==> src/hdl/sensor_power_read_sequencer_core_macros.svh <==
// Assertion helpers for the sensor power read sequencer.
`ifndef SENSOR_POWER_READ_SEQUENCER_CORE_MACROS_SVH
`define SENSOR_POWER_READ_SEQUENCER_CORE_MACROS_SVH

// Same-cycle implication, sampled on clk, off while arst_n is low.
`define SPRS_ASSERT_NOW(lbl, ante, cons, msg) \
	lbl: assert property (@(posedge clk) disable iff (!arst_n) (ante) |-> (cons)) \
		else $error(msg);

// Next-cycle implication, sampled on clk, off while arst_n is low.
`define SPRS_ASSERT_NEXT(lbl, ante, cons, msg) \
	lbl: assert property (@(posedge clk) disable iff (!arst_n) (ante) |=> (cons)) \
		else $error(msg);

`endif

==> src/hdl/sprs_pkg.sv <==
package sprs_pkg;

	localparam int unsigned TEMP_W  = 12;
	localparam int unsigned DELAY_W = 16;
	localparam int unsigned RETRY_W = 8;
	localparam int unsigned QUAL_W  = 2;
	localparam int unsigned ADDR_W  = 5;
	localparam int unsigned DATA_W  = 32;
	localparam int unsigned IN_TDATA_W  = 16;
	localparam int unsigned OUT_TDATA_W = 24;

	localparam logic [DELAY_W-1:0] TIMER_MAX = '1;

	// Register indexes (byte address / 4)
	localparam logic [2:0] REG_POWER_ON_DELAY = 3'd0;
	localparam logic [2:0] REG_READ_DELAY     = 3'd1;
	localparam logic [2:0] REG_MIN_VALID_TEMP = 3'd2;
	localparam logic [2:0] REG_MAX_VALID_TEMP = 3'd3;
	localparam logic [2:0] REG_RETRY_LIMIT    = 3'd4;

	// Reset values of the registers
	localparam logic [DELAY_W-1:0]       RST_POWER_ON_DELAY = 16'd10;
	localparam logic [DELAY_W-1:0]       RST_READ_DELAY     = 16'd20;
	localparam logic signed [TEMP_W-1:0] RST_MIN_VALID_TEMP = -12'sd880;
	localparam logic signed [TEMP_W-1:0] RST_MAX_VALID_TEMP = 12'sd2000;
	localparam logic [RETRY_W-1:0]       RST_RETRY_LIMIT    = 8'd3;

	typedef enum logic {
		PHASE_WAIT = 1'b0,
		PHASE_READ = 1'b1
	} phase_t;

	typedef enum logic [1:0] {
		STEP_FIRST   = 2'd0,
		STEP_SECOND  = 2'd1,
		STEP_COMPUTE = 2'd2,
		STEP_UNUSED  = 2'd3
	} step_t;

	typedef enum logic [QUAL_W-1:0] {
		QUAL_INIT    = 2'd0,
		QUAL_GOOD    = 2'd1,
		QUAL_FAILING = 2'd2,
		QUAL_BAD     = 2'd3
	} quality_t;

	typedef struct packed {
		quality_t                  quality;
		logic signed [TEMP_W-1:0]  temperature;
		logic                      result_done;
		logic                      sample_taken;
		logic                      sensor_power;
	} result_t;

endpackage

==> src/hdl/sensor_power_read_sequencer_core.sv <==
// A result is registered before it shows on m_tvalid. Throughput: one request per cycle
// while the skid register is empty; a two-entry output stage (result register plus skid
// register) keeps s_tready registered and absorbs one stalled result.
// Reset (arst_n low, asynchronous): registers back to 10, 20, -880, 2000, 3;
// timer 1, wait phase, power off, readings and published temperature 0, quality init.
`include "sensor_power_read_sequencer_core_macros.svh"

module sensor_power_read_sequencer_core
	import sprs_pkg::*;
(
	input  logic                     clk,
	input  logic                     arst_n,
	// APB configuration port
	input  logic                     psel,
	input  logic                     penable,
	input  logic                     pwrite,
	input  logic [ADDR_W-1:0]        paddr,
	input  logic [DATA_W-1:0]        pwdata,
	output logic [DATA_W-1:0]        prdata,
	output logic                     pready,
	// request stream
	input  logic                     s_tvalid,
	output logic                     s_tready,
	input  logic [IN_TDATA_W-1:0]    s_tdata,   // [0] tick, [12:1] sample, [15:13] zero
	// result stream
	output logic                     m_tvalid,
	input  logic                     m_tready,
	output logic [OUT_TDATA_W-1:0]   m_tdata    // [0] sensor_power, [1] sample_taken,
	                                            // [2] result_done, [14:3] temperature,
	                                            // [16:15] quality, [23:17] zero
);

	// ------------------------------------------------------------------
	// Configuration registers
	// ------------------------------------------------------------------
	logic [DELAY_W-1:0]       power_on_delay_q;
	logic [DELAY_W-1:0]       read_delay_q;
	logic signed [TEMP_W-1:0] min_valid_temp_q;
	logic signed [TEMP_W-1:0] max_valid_temp_q;
	logic [RETRY_W-1:0]       retry_limit_q;

	logic       cfg_wr;
	logic [2:0] cfg_idx;

	assign pready  = 1'b1;
	assign cfg_wr  = psel & penable & pwrite & pready;
	assign cfg_idx = paddr[4:2];

	always_ff @(posedge clk or negedge arst_n) begin
		if (!arst_n) begin
			power_on_delay_q <= RST_POWER_ON_DELAY;
			read_delay_q     <= RST_READ_DELAY;
			min_valid_temp_q <= RST_MIN_VALID_TEMP;
			max_valid_temp_q <= RST_MAX_VALID_TEMP;
			retry_limit_q    <= RST_RETRY_LIMIT;
		end else if (cfg_wr) begin
			unique case (cfg_idx)
				REG_POWER_ON_DELAY: power_on_delay_q <= pwdata[DELAY_W-1:0];
				REG_READ_DELAY:     read_delay_q     <= pwdata[DELAY_W-1:0];
				REG_MIN_VALID_TEMP: min_valid_temp_q <= pwdata[TEMP_W-1:0];
				REG_MAX_VALID_TEMP: max_valid_temp_q <= pwdata[TEMP_W-1:0];
				REG_RETRY_LIMIT:    retry_limit_q    <= pwdata[RETRY_W-1:0];
				default: ;  // addresses past the last register: drop the write
			endcase
		end
	end

	// Readback; signed limits come back sign-extended
	always_comb begin
		unique case (cfg_idx)
			REG_POWER_ON_DELAY: prdata = {{(DATA_W-DELAY_W){1'b0}}, power_on_delay_q};
			REG_READ_DELAY:     prdata = {{(DATA_W-DELAY_W){1'b0}}, read_delay_q};
			REG_MIN_VALID_TEMP: prdata = {{(DATA_W-TEMP_W){min_valid_temp_q[TEMP_W-1]}},
			                              min_valid_temp_q};
			REG_MAX_VALID_TEMP: prdata = {{(DATA_W-TEMP_W){max_valid_temp_q[TEMP_W-1]}},
			                              max_valid_temp_q};
			REG_RETRY_LIMIT:    prdata = {{(DATA_W-RETRY_W){1'b0}}, retry_limit_q};
			default:            prdata = '0;
		endcase
	end

	// ------------------------------------------------------------------
	// Sequencer state
	// ------------------------------------------------------------------
	phase_t                   phase_q, phase_d;
	step_t                    step_q, step_d;
	logic [DELAY_W-1:0]       timer_q, timer_d;
	logic [RETRY_W-1:0]       retry_q, retry_d;
	logic signed [TEMP_W-1:0] value_q [2];
	logic signed [TEMP_W-1:0] value_d [2];
	logic [1:0]               good_q, good_d;
	logic                     power_q, power_d;
	logic signed [TEMP_W-1:0] pub_temp_q, pub_temp_d;
	quality_t                 pub_qual_q, pub_qual_d;

	// Request fields
	logic                     in_tick;
	logic signed [TEMP_W-1:0] in_sample;
	logic                     in_acc;

	assign in_tick   = s_tdata[0];
	assign in_sample = s_tdata[TEMP_W:1];
	assign in_acc    = s_tvalid & s_tready;

	// Per-pass scratch
	logic [DELAY_W-1:0]       timer_inc;
	logic                     slot;
	logic                     in_range;
	logic [RETRY_W-1:0]       retry_inc;
	logic signed [TEMP_W:0]   sum;
	logic                     taken;
	logic                     done;
	result_t                  res;

	always_comb begin
		phase_d    = phase_q;
		step_d     = step_q;
		retry_d    = retry_q;
		value_d    = value_q;
		good_d     = good_q;
		power_d    = power_q;
		pub_temp_d = pub_temp_q;
		pub_qual_d = pub_qual_q;
		taken      = 1'b0;
		done       = 1'b0;

		// Saturating tick timer, runs in both phases
		timer_inc = (in_tick && timer_q != TIMER_MAX) ? timer_q + 1'b1 : timer_q;
		timer_d   = timer_inc;

		slot      = step_q[0];
		in_range  = (in_sample >= min_valid_temp_q) && (in_sample <= max_valid_temp_q);
		retry_inc = retry_q + 1'b1;
		sum       = {value_q[0][TEMP_W-1], value_q[0]} + {value_q[1][TEMP_W-1], value_q[1]};

		if (phase_q == PHASE_WAIT) begin
			// power check first: power may rise on the same pass that leaves wait
			if (timer_inc >= power_on_delay_q)
				power_d = 1'b1;
			if (timer_inc >= read_delay_q) begin
				timer_d = '0;
				phase_d = PHASE_READ;
			end
		end else begin
			unique case (step_q)
				STEP_FIRST, STEP_SECOND: begin
					taken = 1'b1;
					if (in_range) begin
						value_d[slot] = in_sample;
						good_d[slot]  = 1'b1;
						retry_d       = '0;
						step_d        = step_t'(step_q + 2'd1);
					end else begin
						// keep the stale value, only clear its good bit
						good_d[slot] = 1'b0;
						if (retry_inc >= retry_limit_q) begin
							retry_d = '0;
							step_d  = step_t'(step_q + 2'd1);
						end else begin
							retry_d = retry_inc;
						end
					end
				end
				STEP_COMPUTE: begin
					phase_d = PHASE_WAIT;
					step_d  = STEP_FIRST;
					power_d = 1'b0;
					done    = 1'b1;
					if (good_q == 2'b00) begin
						// bad: hold the old temperature
						pub_qual_d = QUAL_BAD;
					end else begin
						// floor of half sum is an arithmetic shift of the 13-bit sum
						pub_temp_d = sum[TEMP_W:1];
						pub_qual_d = (good_q == 2'b11) ? QUAL_GOOD : QUAL_FAILING;
					end
				end
				default: ;  // unreachable step: the pass does nothing
			endcase
		end

		res.sensor_power = power_d;
		res.sample_taken = taken;
		res.result_done  = done;
		res.temperature  = pub_temp_d;
		res.quality      = pub_qual_d;
	end

	always_ff @(posedge clk or negedge arst_n) begin
		if (!arst_n) begin
			phase_q    <= PHASE_WAIT;
			step_q     <= STEP_FIRST;
			timer_q    <= 16'd1;
			retry_q    <= '0;
			value_q[0] <= '0;
			value_q[1] <= '0;
			good_q     <= '0;
			power_q    <= 1'b0;
			pub_temp_q <= '0;
			pub_qual_q <= QUAL_INIT;
		end else if (in_acc) begin
			phase_q    <= phase_d;
			step_q     <= step_d;
			timer_q    <= timer_d;
			retry_q    <= retry_d;
			value_q    <= value_d;
			good_q     <= good_d;
			power_q    <= power_d;
			pub_temp_q <= pub_temp_d;
			pub_qual_q <= pub_qual_d;
		end
	end

	// ------------------------------------------------------------------
	// Output stage: result register plus one skid entry
	// ------------------------------------------------------------------
	logic    out_valid_q;
	logic    skid_valid_q;
	result_t out_q;
	result_t skid_q;
	logic    out_take;
	logic    out_free;

	assign out_take = m_tvalid & m_tready;
	assign out_free = ~out_valid_q | out_take;
	// hold off new requests only while the skid entry is occupied
	assign s_tready = ~skid_valid_q;

	always_ff @(posedge clk or negedge arst_n) begin
		if (!arst_n) begin
			out_valid_q  <= 1'b0;
			skid_valid_q <= 1'b0;
		end else begin
			if (out_free) begin
				// advance the skid entry first; it is older than any new request
				if (skid_valid_q) begin
					out_valid_q  <= 1'b1;
					skid_valid_q <= 1'b0;
				end else begin
					out_valid_q  <= in_acc;
				end
			end else if (in_acc) begin
				skid_valid_q <= 1'b1;
			end
		end
	end

	always_ff @(posedge clk) begin
		if (out_free) begin
			if (skid_valid_q)
				out_q <= skid_q;
			else if (in_acc)
				out_q <= res;
		end else if (in_acc) begin
			skid_q <= res;
		end
	end

	assign m_tvalid = out_valid_q;
	assign m_tdata  = {{(OUT_TDATA_W-$bits(result_t)){1'b0}}, out_q};

	// ------------------------------------------------------------------
	// Assertions
	// ------------------------------------------------------------------
	`SPRS_ASSERT_NOW(a_skid_implies_out, skid_valid_q, out_valid_q,
		"skid entry held while result register empty")
	`SPRS_ASSERT_NOW(a_wait_idle_counters, phase_q == PHASE_WAIT,
		step_q == STEP_FIRST && retry_q == '0, "read step or retry count left over in wait")
	`SPRS_ASSERT_NOW(a_done_powers_off, m_tvalid && m_tdata[2],
		!m_tdata[0] && !m_tdata[1], "compute result with power on or sample taken")
	`SPRS_ASSERT_NEXT(a_compute_returns, in_acc && phase_q == PHASE_READ
		&& step_q == STEP_COMPUTE, phase_q == PHASE_WAIT && !power_q,
		"compute pass did not return to wait with power off")

endmodule

==> config.mk <==
export PLATFORM = sky130hd
export DESIGN_NAME = sensor_power_read_sequencer_core
export DESIGN_NICKNAME = d
export VERILOG_FILES = /design/src/hdl/sprs_pkg.sv /design/src/hdl/sensor_power_read_sequencer_core.sv
export VERILOG_INCLUDE_DIRS = /design/src /design/src/hdl
export SDC_FILE = /design/constraint.sdc
export NUM_CORES = 1
export LEC_CHECK = 0
export ABC_AREA = 1
export BUFFER_PORTS_ARGS = -buffer_cell sky130_fd_sc_hd__buf_2
export CELL_PAD_IN_SITES_DETAIL_PLACEMENT = 2
export CELL_PAD_IN_SITES_GLOBAL_PLACEMENT = 2
export CORE_MARGIN = 10
export CORE_UTILIZATION = 32
export CTS_CLUSTER_DIAMETER = 60
export DETAILED_ROUTE_END_ITERATION = 7
export PLACE_DENSITY_LB_ADDON = 0.12
export SETUP_SLACK_MARGIN = 0.2
export SYNTH_ARGS = -nofsm -noshare
export SYNTH_HDL_FRONTEND = slang
export SYNTH_SLANG_ARGS = --single-unit
==> constraint.sdc <==
create_clock -name clk -period 2.7 [get_ports clk]
set_input_delay 0.54 -clock clk [delete_from_list [all_inputs] [get_ports clk]]
set_output_delay 0.54 -clock clk [all_outputs]
set_load 0.01 [all_outputs]
; ---- After elaboration in Yosys (flattened, before gate mapping)
; Index checks and enable logic that the tools add are counted.
[word_totals]
mem_bits_ro = 0
n_memories = 0
ramBits = 0
word_cells = 119
register_bits = 168
latchBits = 0
[classes]
n_reduce_logical = 21
n_div = 0
shifts = 0
n_mux = 37
add_sub_neg = 4
n_mul = 0
bitwise_logic = 12
n_eq_ne = 9
magnitude_cmp = 9
[op_table]
columns = cell, count
row1 = $pmux W32 S5, 1
row2 = $mux W12, 4
row3 = $mux W16, 3
row4 = $mux W17, 2
row5 = $ge A16 B16 Y1, 2
row6 = $bwmux W24, 1
row7 = $add A16 B1 Y16 const B, 1
row8 = $mux W8, 2
row9 = $ne A16 B16 Y1 const B, 1
row10 = $mux W1, 14
row11 = $mux W2, 7
row12 = $reduce_and A2 Y1, 7
row13 = $add A12 B12 Y13, 1
row14 = $demux W12 S1, 1
row15 = $ge A12 B12 Y1, 1
row16 = $le A12 B12 Y1, 1
row17 = $add A8 B1 Y8 const B, 1
row18 = $ge A8 B8 Y1, 1
row19 = $reduce_and A4 Y1, 2
row20 = $eq A3 B2 Y1 const B, 2
row21 = $reduce_bool A2 Y1, 3
row22 = $and A1 B1 Y1, 4
row23 = $eq A2 B2 Y1 const B, 2
row24 = $logic_and A1 B1 Y1, 4
row25 = other kinds (21), 24

; ---- Longest topological paths before layout
; Gate-level depths: netlist of run 1.
[logic_depth]
depth_word = 8
ltp_mapped = 22

; ---- Least setup slack after synthesis of run 1
; OpenSTA, ideal clock, no wires.
[synth_timing]
kind = register to register
from = register timer_q[0]
to = register timer_q[3]
t_arrival_ns = 2.727
stages_incl_launch_ff = 21
required_time_ns = 2.582
setup_slack_ns = -0.145
n_path_buf = 2
setup_time_ns = 0.118
cell_sequence = dfstp_2 > ha_1 > nand3_1 > nor2_4 > nand3_2 > nand2_4 > inv_4 > buf_6 > nor2_1 > a21oi_2 > ha_1 > nand2_1 > inv_1 > nand3_1 > nor3_1 > nand2_1 > nand3_1 > nand2_1 > buf_2 > nand3_1 > nand2_1
[synth_via]
elab_chain_cells = 6
[synth_rtl]
columns = element, line_no
row1 = start: declaration, sensor_power_read_sequencer_core.sv:87  ; logic [DELAY_W-1:0] timer_q, timer_d;
row2 = start signal: assignment, sensor_power_read_sequencer_core.sv:204  ; timer_q <= timer_d;
row3 = branches (longest 2 deep; another with $add A16 B1 Y16), n/a
row4 = $mux W16 (*), sensor_power_read_sequencer_core.sv:128  ; timer_inc = (in_tick && timer_q != TIMER_MAX) ? timer_q + 1'b1 : timer_q;
row5 = $ge A16 B16 Y1, sensor_power_read_sequencer_core.sv:140  ; if (timer_inc >= read_delay_q) begin
row6 = $mux W16, sensor_power_read_sequencer_core.sv:140
row7 = $mux W16 (*), sensor_power_read_sequencer_core.sv:136  ; if (phase_q == PHASE_WAIT) begin
; Mark *: on every way between the ends.
; A chain may end at the register's enable or synchronous reset.

; ---- Worst setup path in the final report of run 1
[layout_timing]
from = register timer_q[0]
to = register timer_q[10]
; Same word-level chain as after synthesis.

==> flow_metrics.py, run 1 <==
metrics = {
    "outcome": {
        "status": "finished, violations left",
        "violations": "negative setup slack",
    },
    "route": {
        "vias": 8525,
        "routed_wl_mm": 32.8,
        "avgViaCountPerCell": 4.83,
        "initialDrtViolationCount": 381,
        "wl_per_cell_um": 18.6,
        "first_pass_iters": 4,
        "drcViolationCount": 0,
        "ant_nets": 0,
    },
    "floorplan": {
        "fp.dieArea_um2": 38800,
        "core_area_um2": 30700,
        "rows": 64,
        "die_w_um": 197,
        "die-height_um": 197,
        "io_pins": 119,
        "start_util_pct": 32.6,
    },
    "setup_path": {
        "rrSetupSlack_ns": -0.31,
        "required_ns": 3.01,
        "reg2reg_to": "timer_q[10]",
        "critical_path_class": "flop to flop",
        "crit_fanout": 8,
        "worstSetupEndpointType": "flop",
        "r2r_cells": 19,
        "crit_path_start_kind": "flop",
        "cp_data_arrival_time_ns": 3.32,
        "reg2reg_from": "timer_q[0]",
    },
    "timing": {
        "worst-slew-pin-transition_ns": 0.784,
        "slew-limit-headroom_pct": 47.6,
        "maxSlewViolCount": 0,
        "hold_viol": 0,
        "max_freq_mhz": 332,
        "fin_ws_ns": -0.308,
        "rsz0062_at_grt": "yes",
        "fin_hold_ws_ns": 0.0254,
        "skew_ns": 0.0158,
        "finalSetupViolCount": 20,
        "fin_crit_ns": 3.01,
        "post-route-period-util_pct": 111,
    },
    "global_routing": {
        "antenna_found_initial": 0,
        "grt.total_usage_pct": 17.1,
        "grt_pass1_wl_mm": 52.2,
        "grt-ovfl-total": 0,
        "grt_start_max_net_pins": 49,
        "grt_pass1_vias": 9631,
    },
    "power": {
        "p_total_w": 0.0110,
        "vdd_ir_drop_max_v": 0.000498,
        "p_leak_nw": 6.11,
        "p_per_area_nw_per_um2": 871,
    },
    "layout": {
        "antenna_cells": 0,
        "instances_no_fill": 1766,
        "areaGrowthSynthToFinish_pct": 25.4,
        "nets": 1497,
        "layout-drive-gt1-share_pct": 27.4,
    },
    "min_path": {
        "hold_path.class": "input port to asynchronous set/reset pin",
    },
    "clocking": {
        "cts_tree": "done",
        "htreeDepth": 4,
        "cts.clk_slew.worst_paths_ns": 0.08,
        "cts_sinks": 168,
        "numCtsBuffers": 17,
        "cts-root-buf": "clkbuf_16",
        "ctsHoldBuffers": 0,
        "clockBufferDepth": 2,
        "insertion_delay_ns": 0.46,
    },
    "synthesis": {
        "syn_area_um2": 10000,
        "ys_ff_latch": 168,
        "synth_simple_gate_area_share_pct": 19.8,
        "synth_cell_types": 45,
        "synth_mux_area_share_pct": 0,
        "synth_area_per_cell_um2": 8.25,
        "synth_warnings": 0,
        "synth_compound_area_share_pct": 13.9,
        "synthAdderAreaFrac_pct": 10.1,
        "ys_seq_area_share_pct": 43.8,
        "synth_top_family_by_area": "simple AND/OR/NAND/NOR gates",
        "synthXorXnorAreaFrac_pct": 2.10,
        "syn_inst": 1215,
    },
    "place": {
        "place_inst": 1714,
        "portBuffers": 89,
        "dp_hpwl_mm": 24.7,
        "place_congestion": 0.785,
    },
    "run": {
        "maxCapViolations": 0,
    },
}
[cell usage after synthesis, drive strengths merged]
cell / count / area (um2)
nand2: 324 / 1250
inv: 184 / 696
o21ai: 158 / 888
dfrtp: 117 / 2930
ha: 79 / 988
nand3: 50 / 265
nor2: 49 / 230
a21oi: 47 / 243
edfxtp: 34 / 1020
buf: 33 / 253
clkbuf: 22 / 82.6
dfstp: 17 / 447
nand4: 16 / 100
xor2: 16 / 140
nor3: 11 / 55.1
or2: 9 / 56.3
o22ai: 8 / 50.1
xnor2: 8 / 70.1
a221oi: 7 / 61.3
o221ai: 6 / 52.6
o21a: 4 / 30.0
o21bai: 4 / 30.0
a21o: 2 / 15.0
conb: 2 / 7.51
nor3b: 2 / 15.0
a211oi: 1 / 7.51
a31oi: 1 / 6.26
and2: 1 / 6.26
and3: 1 / 6.26
fa: 1 / 20.0
o211ai: 1 / 7.51
[cell usage in the layout (no fill, tap or decap), drive strengths merged]
master,netlist,final
fa,1,1
nor3b,2,2
or2,9,9
and3,1,1
a31oi,1,1
dfrtp,117,117
inv,184,193
o21bai,4,4
dfstp,17,17
xor2,16,16
a21oi,47,47
buf,33,170
and2,1,1
a211oi,1,1
nor3,11,11
o21ai,158,158
conb,2,8
a221oi,7,7
nor2,49,49
nand4,16,16
clkinv,0,6
nand3,50,50
nand2,324,326
clkbuf,22,17
xnor2,8,8
edfxtp,34,34
a21o,2,2
o221ai,6,6
ha,79,79
o21a,4,4
o22ai,8,8
o211ai,1,1
[timing repair]
action | 4_1_cts | 5_1_grt
gates cloned | 1 | 1
setup endpoints to repair | 26 | 59
setup buffers | 6 | 12
pin swaps | 24 | 43
gates resized for setup | 45 | 71
[how the worst max path moves through the flow]
| stage | startpoint | to | depth (start not counted) | slack [ns] |
|---|---|---|---|---|
| after global routing | timer_q[0] | m_tdata[0] | 18 | -0.51 |
| after CTS | timer_q[0] | phase_q | 17 | -0.25 |
| after global placement | timer_q[0] | timer_q[10] | 16 | -0.30 |
| after detailed placement | timer_q[0] | timer_q[10] | 16 | -0.43 |
| after floorplan | timer_q[0] | timer_q[3] | 20 | 0.08 |
| final | timer_q[0] | timer_q[10] | 19 | -0.31 |
[critical path, cell delays in order, from the launching register on]
cell      delay, ns
dfstp_2        0.56
ha_4           0.16
nand3_4        0.09
nor2_4         0.13
nand3_2        0.09
nand2_4        0.12
buf_6          0.10
buf_6          0.11
nor2_4         0.04
xnor2_2        0.14
inv_2          0.10
ha_4           0.28
nand2_2        0.05
o21a_1         0.18
o21bai_1       0.16
nand2_2        0.08
nand3_4        0.18
nand2_8        0.11
nand3_2        0.10
o21ai_1        0.07
[cell families after synthesis]
kind of cell	Yosys count
compound gates	239
xor+xnor	24
fa+ha+maj	80
buf+inv	239
flops	168
other cells	2
simple gates	463
[metal layers]
layer,vias to the layer above,wire (um),track usage [%]
met5,-,0,0
met4,0,612,4.33
met3,30,1040,3.46
met2,97,17200,31.0
met1,4194,13900,20.0
li1,4204,-,-
[per-stage QoR]
step	cell area, um2	util, %	setup slack (ns)	TNS (ns)
after floorplan	10200	-	0.0796	0
after global placement	11300	36.6	-0.297	-5.08
after detailed placement	11300	36.6	-0.427	-7.12
after CTS	12100	39.4	-0.247	-4.47
after global routing	12600	40.9	-0.514	-9.37
final	12600	40.9	-0.308	-4.90
[flip-flops by register name, summed over array words and instances, names as in the netlist, 2 cells and up, named ones only]
signal / count
m_tdata: 17
read_delay_q: 16
retry_limit_q: 8
timer_q: 16
skid_q: 17
min_valid_temp_q: 12
retry_q: 8
max_valid_temp_q: 12
power_on_delay_q: 16
pub_temp_q: 12
value_q: 24
pub_qual_q: 2
step_q: 2
[area by class of cell]
cell class | count | area (um2)
inverter | 184 | 708
fill | 3505 | 18200
multi-input combinational | 816 | 5290
clock inverter | 15 | 153
sequential | 168 | 4400
tap | 396 | 495
timing repair buffer | 170 | 1110
clock buffer | 17 | 425
[power by group]
part / internal (W) / switching [W] / leakage, nW
logic: 0.00185 / 0.00287 / 3.80
clock network: 0.00124 / 0.00123 / 0.289
registers: 0.00335 / 0.000419 / 2.02
No activity file was read; power rests on OpenSTA's default activity.
==> run 2: changes to the inputs <==
==> constraint.sdc (replaced) <==
create_clock -name clk -period 2.7 [get_ports clk]
set_input_delay 0.27 -clock clk [delete_from_list [all_inputs] [get_ports clk]]
set_output_delay 0.27 -clock clk [all_outputs]
set_load 0.01 [all_outputs]
==> run 2 against run 1 <==
- the run still ends with negative setup slack left
- hold slack better by 0.054 ns
- core utilization is 0.65 points lower
- fmax is 0.11% higher
- via count hardly changed
- routed wire length is 3.6% higher
- register-to-register slack hardly changed
- clock skew is 0.0023 ns higher
- critical path type unchanged
- critical endpoint is now timer_q[9]
==> flow_metrics.py, run 2 (synthesis gave the netlist of run 1 again) <==
metrics = {
    "outcome": {
        "status": "finished, violations left",
        "violations": "negative setup slack",
    },
    "global_routing": {
        "grt_pass1_vias": 9778,
        "grt-ovfl-total": 0,
        "antenna_found_initial": 0,
        "grt_start_max_net_pins": 60,
        "grt_pass1_wl_mm": 53.6,
        "grt.total_usage_pct": 17.5,
    },
    "layout": {
        "seqCellArea_um2": 4400,
        "instances_no_fill": 1758,
        "antenna_cells": 0,
        "multi_input_area_um2": 5160,
        "areaGrowthSynthToFinish_pct": 23.4,
        "final_util_pct": 40.2,
        "nFillCells": 3475,
        "final_cell_mix": "nand2_1 (309), inv_1 (167), o21ai_0 (122), dfrtp_1 (116), buf_2 (88)",
        "largest_register_ffs": 24,
        "nets": 1489,
        "largest_register": "value_q",
        "final_common_cell": "nand2_1",
        "layout-drive-gt1-share_pct": 25.6,
    },
    "power": {
        "p_per_area_nw_per_um2": 886,
        "vdd_ir_drop_max_v": 0.000467,
        "p_leak_nw": 6.02,
        "p_total_w": 0.0110,
    },
    "route": {
        "routed_wl_mm": 34.0,
        "ant_nets": 0,
        "wl_per_cell_um": 19.3,
        "wl_met1_mm": 14.7,
        "dr_wl_met3_mm": 1.00,
        "highest_layer": "met4",
        "first_pass_iters": 4,
        "avgViaCountPerCell": 4.85,
        "wl_met2_mm": 17.9,
        "initialDrtViolationCount": 375,
        "vias": 8518,
        "drcViolationCount": 0,
    },
    "floorplan": {
        "start_util_pct": 32.6,
        "core_area_um2": 30700,
        "io_pins": 119,
        "die_w_um": 197,
        "fp.dieArea_um2": 38800,
        "rows": 64,
        "die-height_um": 197,
    },
    "min_path": {
        "hold_path.class": "input port to flop",
        "hold_depth": 3,
        "whs_endpoint": "read_delay_q[12]",
        "min_from": "pwdata[12]",
    },
    "setup_path": {
        "r2r_cells": 16,
        "worstSetupEndpointType": "flop",
        "required_ns": 3.09,
        "crit_fanout": 8,
        "critical_path_class": "flop to flop",
        "reg2reg_from": "timer_q[0]",
        "crit_path_start_kind": "flop",
        "reg2reg_to": "timer_q[9]",
        "cp_data_arrival_time_ns": 3.39,
        "rrSetupSlack_ns": -0.30,
    },
    "clocking": {
        "numCtsBuffers": 17,
        "htreeDepth": 4,
        "cts_sinks": 168,
        "insertion_delay_ns": 0.46,
        "cts_tree": "done",
        "cts.clk_slew.worst_paths_ns": 0.07,
        "clockBufferDepth": 2,
        "cts-root-buf": "clkbuf_16",
    },
    "timing": {
        "skew_ns": 0.0180,
        "finalSetupViolCount": 20,
        "max_freq_mhz": 333,
        "worst-slew-pin-transition_ns": 0.744,
        "fin_ws_ns": -0.305,
        "rsz0062_at_grt": "yes",
        "fin_crit_ns": 3.00,
        "slew-limit-headroom_pct": 50.3,
        "post-route-period-util_pct": 111,
        "hold_viol": 0,
        "fin_hold_ws_ns": 0.0796,
        "maxSlewViolCount": 0,
    },
    "place": {
        "place_inst": 1709,
        "preCtsSetupSlack_ns": -0.320,
        "portBuffers": 89,
        "place_congestion": 0.788,
        "dp_hpwl_mm": 25.2,
    },
    "run": {
        "maxCapViolations": 0,
    },
}
-- run 2: final cells by class --
cell class | instances | share of cell area [%]
Clock inverter | 15 | 1.37
Timing Repair Buffer | 161 | 8.20
Inverter | 184 | 5.74
Clock buffer | 17 | 3.44
Multi-Input combinational cell | 817 | 41.7
Sequential cell | 168 | 35.5
Tap cell | 396 | 4.00
-- run 2: stage by stage --
step / TNS [ns] / cell area (um2)
floorplan: 0 / 10200
global placement: -2.27 / 11200
detailed placement: -4.30 / 11200
CTS: -4.09 / 12000
global route: -7.89 / 12400
finish: -4.87 / 12400
-- run 2: metal layers --
| layer | vias up | GRT usage [%] |
|---|---|---|
| met5 | - | 0 |
| met4 | 0 | 3.96 |
| met3 | 22 | 3.58 |
| met2 | 94 | 31.9 |
| met1 | 4206 | 20.6 |
| li1 | 4196 | - |
-- run 2: worst max path at each step --
stage,from,slack [ns],depth (start not counted),endpoint
2_1_floorplan,timer_q[0],0.08,20,timer_q[3]
3_3_place_gp,timer_q[0],-0.21,19,m_tdata[0]
3_5_place_dp,timer_q[0],-0.32,17,m_tdata[0]
4_1_cts,timer_q[0],-0.24,20,m_tdata[0]
5_1_grt,timer_q[0],-0.46,16,timer_q[9]
6_report,timer_q[0],-0.30,16,timer_q[9]
-- run 2: timing repair --
item,CTS,global route
buffers inserted,1,12
cloned,1,2
hold buffers,1,0
gates resized for setup,26,64
hold endpoints to repair,55,0
endpoints found under the setup margin,31,57
pin swaps,10,36
-- run 2: critical path: stages, from the launching register on --
cell and delay (ns):
dfstp_2 0.55, buf_4 0.14, nand3_2 0.15, inv_2 0.12
nand3_1 0.09, xor2_1 0.15, nand2_1 0.07, o21ai_1 0.10
inv_1 0.14, ha_1 0.33, a21oi_1 0.15, o21ai_0 0.15
a21oi_2 0.24, nand3_4 0.18, nand2_8 0.17, nand3_1 0.09
nand2_1 0.10
-- run 2: report_power, final --
| group | leakage, nW | total, W | switching (W) | internal (W) |
|---|---|---|---|---|
| clock | 0.289 | 0.00254 | 0.00128 | 0.00125 |
| sequential | 2.02 | 0.00375 | 0.000406 | 0.00335 |
| combinational | 3.71 | 0.00467 | 0.00288 | 0.00179 |
| total | 6.02 | 0.0110 | 0.00457 | 0.00639 |
==> run 3: changes to the inputs <==
==> constraint.sdc (replaced) <==
create_clock -name clk -period 2.7 [get_ports clk]
set_input_delay 0.135 -clock clk [delete_from_list [all_inputs] [get_ports clk]]
set_output_delay 0.135 -clock clk [all_outputs]
set_load 0.01 [all_outputs]
==> run 3 against run 2 <==
- the flow still finishes with violations (negative setup slack)
- sequential power barely moved
- global-route usage shrank 0.18 points
- first-iteration DRC count is 20% lower
- critical path type unchanged
==> flow_metrics.py, run 3 (synthesis gave the netlist of run 1 again) <==
metrics = {
    "clocking": {
        "cts_sinks": 168,
        "numCtsBuffers": 17,
        "cts-root-buf": "clkbuf_16",
        "htreeDepth": 4,
        "insertion_delay_ns": 0.46,
        "clockBufferDepth": 2,
        "cts.clk_slew.worst_paths_ns": 0.07,
        "cts_tree": "done",
    },
    "floorplan": {
        "core_area_um2": 30700,
        "fp.dieArea_um2": 38800,
        "die-height_um": 197,
        "rows": 64,
        "start_util_pct": 32.6,
        "io_pins": 119,
        "die_w_um": 197,
    },
    "layout": {
        "largest_register": "value_q",
        "antenna_cells": 0,
        "multi_input_area_um2": 5350,
        "areaGrowthSynthToFinish_pct": 27.5,
        "layout-drive-gt1-share_pct": 28.7,
        "instances_no_fill": 1777,
        "seqCellArea_um2": 4400,
        "nFillCells": 3464,
        "nets": 1508,
        "final_cell_mix": "nand2_1 (299), inv_1 (166), o21ai_0 (120), dfrtp_1 (117), buf_2 (88)",
        "largest_register_ffs": 24,
        "final_common_cell": "nand2_1",
    },
    "power": {
        "vdd_ir_drop_max_v": 0.000475,
        "p_leak_nw": 6.19,
        "p_per_area_nw_per_um2": 877,
        "p_total_w": 0.0112,
    },
    "global_routing": {
        "grt_pass1_wl_mm": 52.9,
        "antenna_found_initial": 0,
        "grt_pass1_vias": 9714,
        "grt-ovfl-total": 0,
        "grt.total_usage_pct": 17.3,
        "grt_start_max_net_pins": 54,
    },
    "outcome": {
        "status": "finished, violations left",
        "violations": "negative setup slack",
    },
    "min_path": {
        "min_from": "pwdata[8]",
        "hold_path.class": "input port to flop",
        "hold_depth": 3,
        "whs_endpoint": "max_valid_temp_q[8]",
    },
    "setup_path": {
        "rrSetupSlack_ns": -0.31,
        "r2r_cells": 17,
        "critical_path_class": "flop to flop",
        "required_ns": 3.04,
        "reg2reg_to": "timer_q[5]",
        "reg2reg_from": "timer_q[0]",
        "crit_fanout": 8,
        "crit_path_start_kind": "flop",
        "worstSetupEndpointType": "flop",
        "cp_data_arrival_time_ns": 3.35,
    },
    "route": {
        "vias": 8701,
        "drcViolationCount": 0,
        "routed_wl_mm": 34.1,
        "wl_per_cell_um": 19.2,
        "ant_nets": 0,
        "avgViaCountPerCell": 4.90,
        "first_pass_iters": 4,
        "initialDrtViolationCount": 300,
    },
    "timing": {
        "fin_crit_ns": 3.01,
        "post-route-period-util_pct": 112,
        "finalSetupViolCount": 20,
        "max_freq_mhz": 332,
        "rsz0062_at_grt": "yes",
        "slew-limit-headroom_pct": 34.1,
        "maxSlewViolCount": 0,
        "hold_viol": 0,
        "worst-slew-pin-transition_ns": 0.988,
        "fin_ws_ns": -0.311,
        "skew_ns": 0.0134,
    },
    "run": {
        "maxCapViolations": 0,
    },
    "place": {
        "place_inst": 1711,
        "place_congestion": 0.780,
        "dp_hpwl_mm": 24.8,
        "portBuffers": 89,
    },
}
## run 3: cell types whose count changed in the layout (fill, tap and decap cells not counted), sizes merged
cell | before | now
bufinv | 0 | 1
clkinvlp | 1 | 0
clkbuf | 17 | 19
nand2 | 327 | 326
dlygate4sd3 | 1 | 8
clkinv | 5 | 4
buf | 160 | 172
## run 3: metrics by stage
stage,hold WS [ns],TNS (ns),worst slack [ns],area [um2],util (%)
3_5_place_dp,0.164,-5.54,-0.322,11200,36.6
5_1_grt,0.0294,-8.45,-0.467,12800,41.6
2_1_floorplan,-0.161,0,0.0796,10200,-
6_report,0.00470,-5.24,-0.311,12800,41.6
4_1_cts,0.00331,-4.14,-0.230,12200,39.8
3_3_place_gp,0.156,-2.66,-0.155,11200,36.6
## run 3: area by class of cell
| cell class | count | share of cell area (%) |
|---|---|---|
| Timing Repair Buffer | 181 | 9.67 |
| Clock buffer | 18 | 3.52 |
| Tap cell | 396 | 3.87 |
| Clock inverter | 14 | 1.15 |
| Sequential cell | 168 | 34.4 |
| Inverter | 184 | 5.56 |
| Multi-Input combinational cell | 816 | 41.8 |
## run 3: how the worst max path moves through the flow
stage,startpoint,end,slack (ns),depth (start not counted)
floorplan,timer_q[0],timer_q[3],0.08,20
global placement,timer_q[0],timer_q[10],-0.15,17
detailed placement,timer_q[0],timer_q[8],-0.32,17
CTS,timer_q[0],phase_q,-0.23,17
global route,timer_q[0],timer_q[5],-0.47,16
finish,timer_q[0],timer_q[5],-0.31,17
## run 3: worst max-delay path, cell delays in order, from the launching register on
cell	delay [ns]
dfstp_2	0.57
ha_4	0.16
nand3_4	0.09
nor2_4	0.12
nand3_2	0.09
nand2_4	0.13
nor2_2	0.07
nand2_2	0.08
xor2_2	0.16
inv_2	0.10
ha_4	0.28
nand4_1	0.16
nor3_2	0.29
nand2_1	0.14
nand3_4	0.15
nand2_8	0.13
nand3_2	0.09
nand2_1	0.08
## run 3: power by group
group | switching [W] | internal (W) | leakage [nW]
registers | 0.000409 | 0.00335 | 2.02
clock network | 0.00120 | 0.00137 | 0.299
logic | 0.00296 | 0.00193 | 3.86
total | 0.00457 | 0.00664 | 6.19
## run 3: metal layers
metal	track usage (%)	share of wire, %	vias up
li1	-	-	4244
met1	20.9	44	4339
met2	31.0	52	89
met3	3.24	2.5	29
met4	4.16	1.3	0
met5	0	0	-
## run 3: timing repair
action,CTS,global route
setup buffers,8,15
hold endpoints to repair,59,0
resized for setup,44,88
pin swaps,21,43
hold buffers,8,0
gates cloned,1,2
setup endpoints to repair,38,55
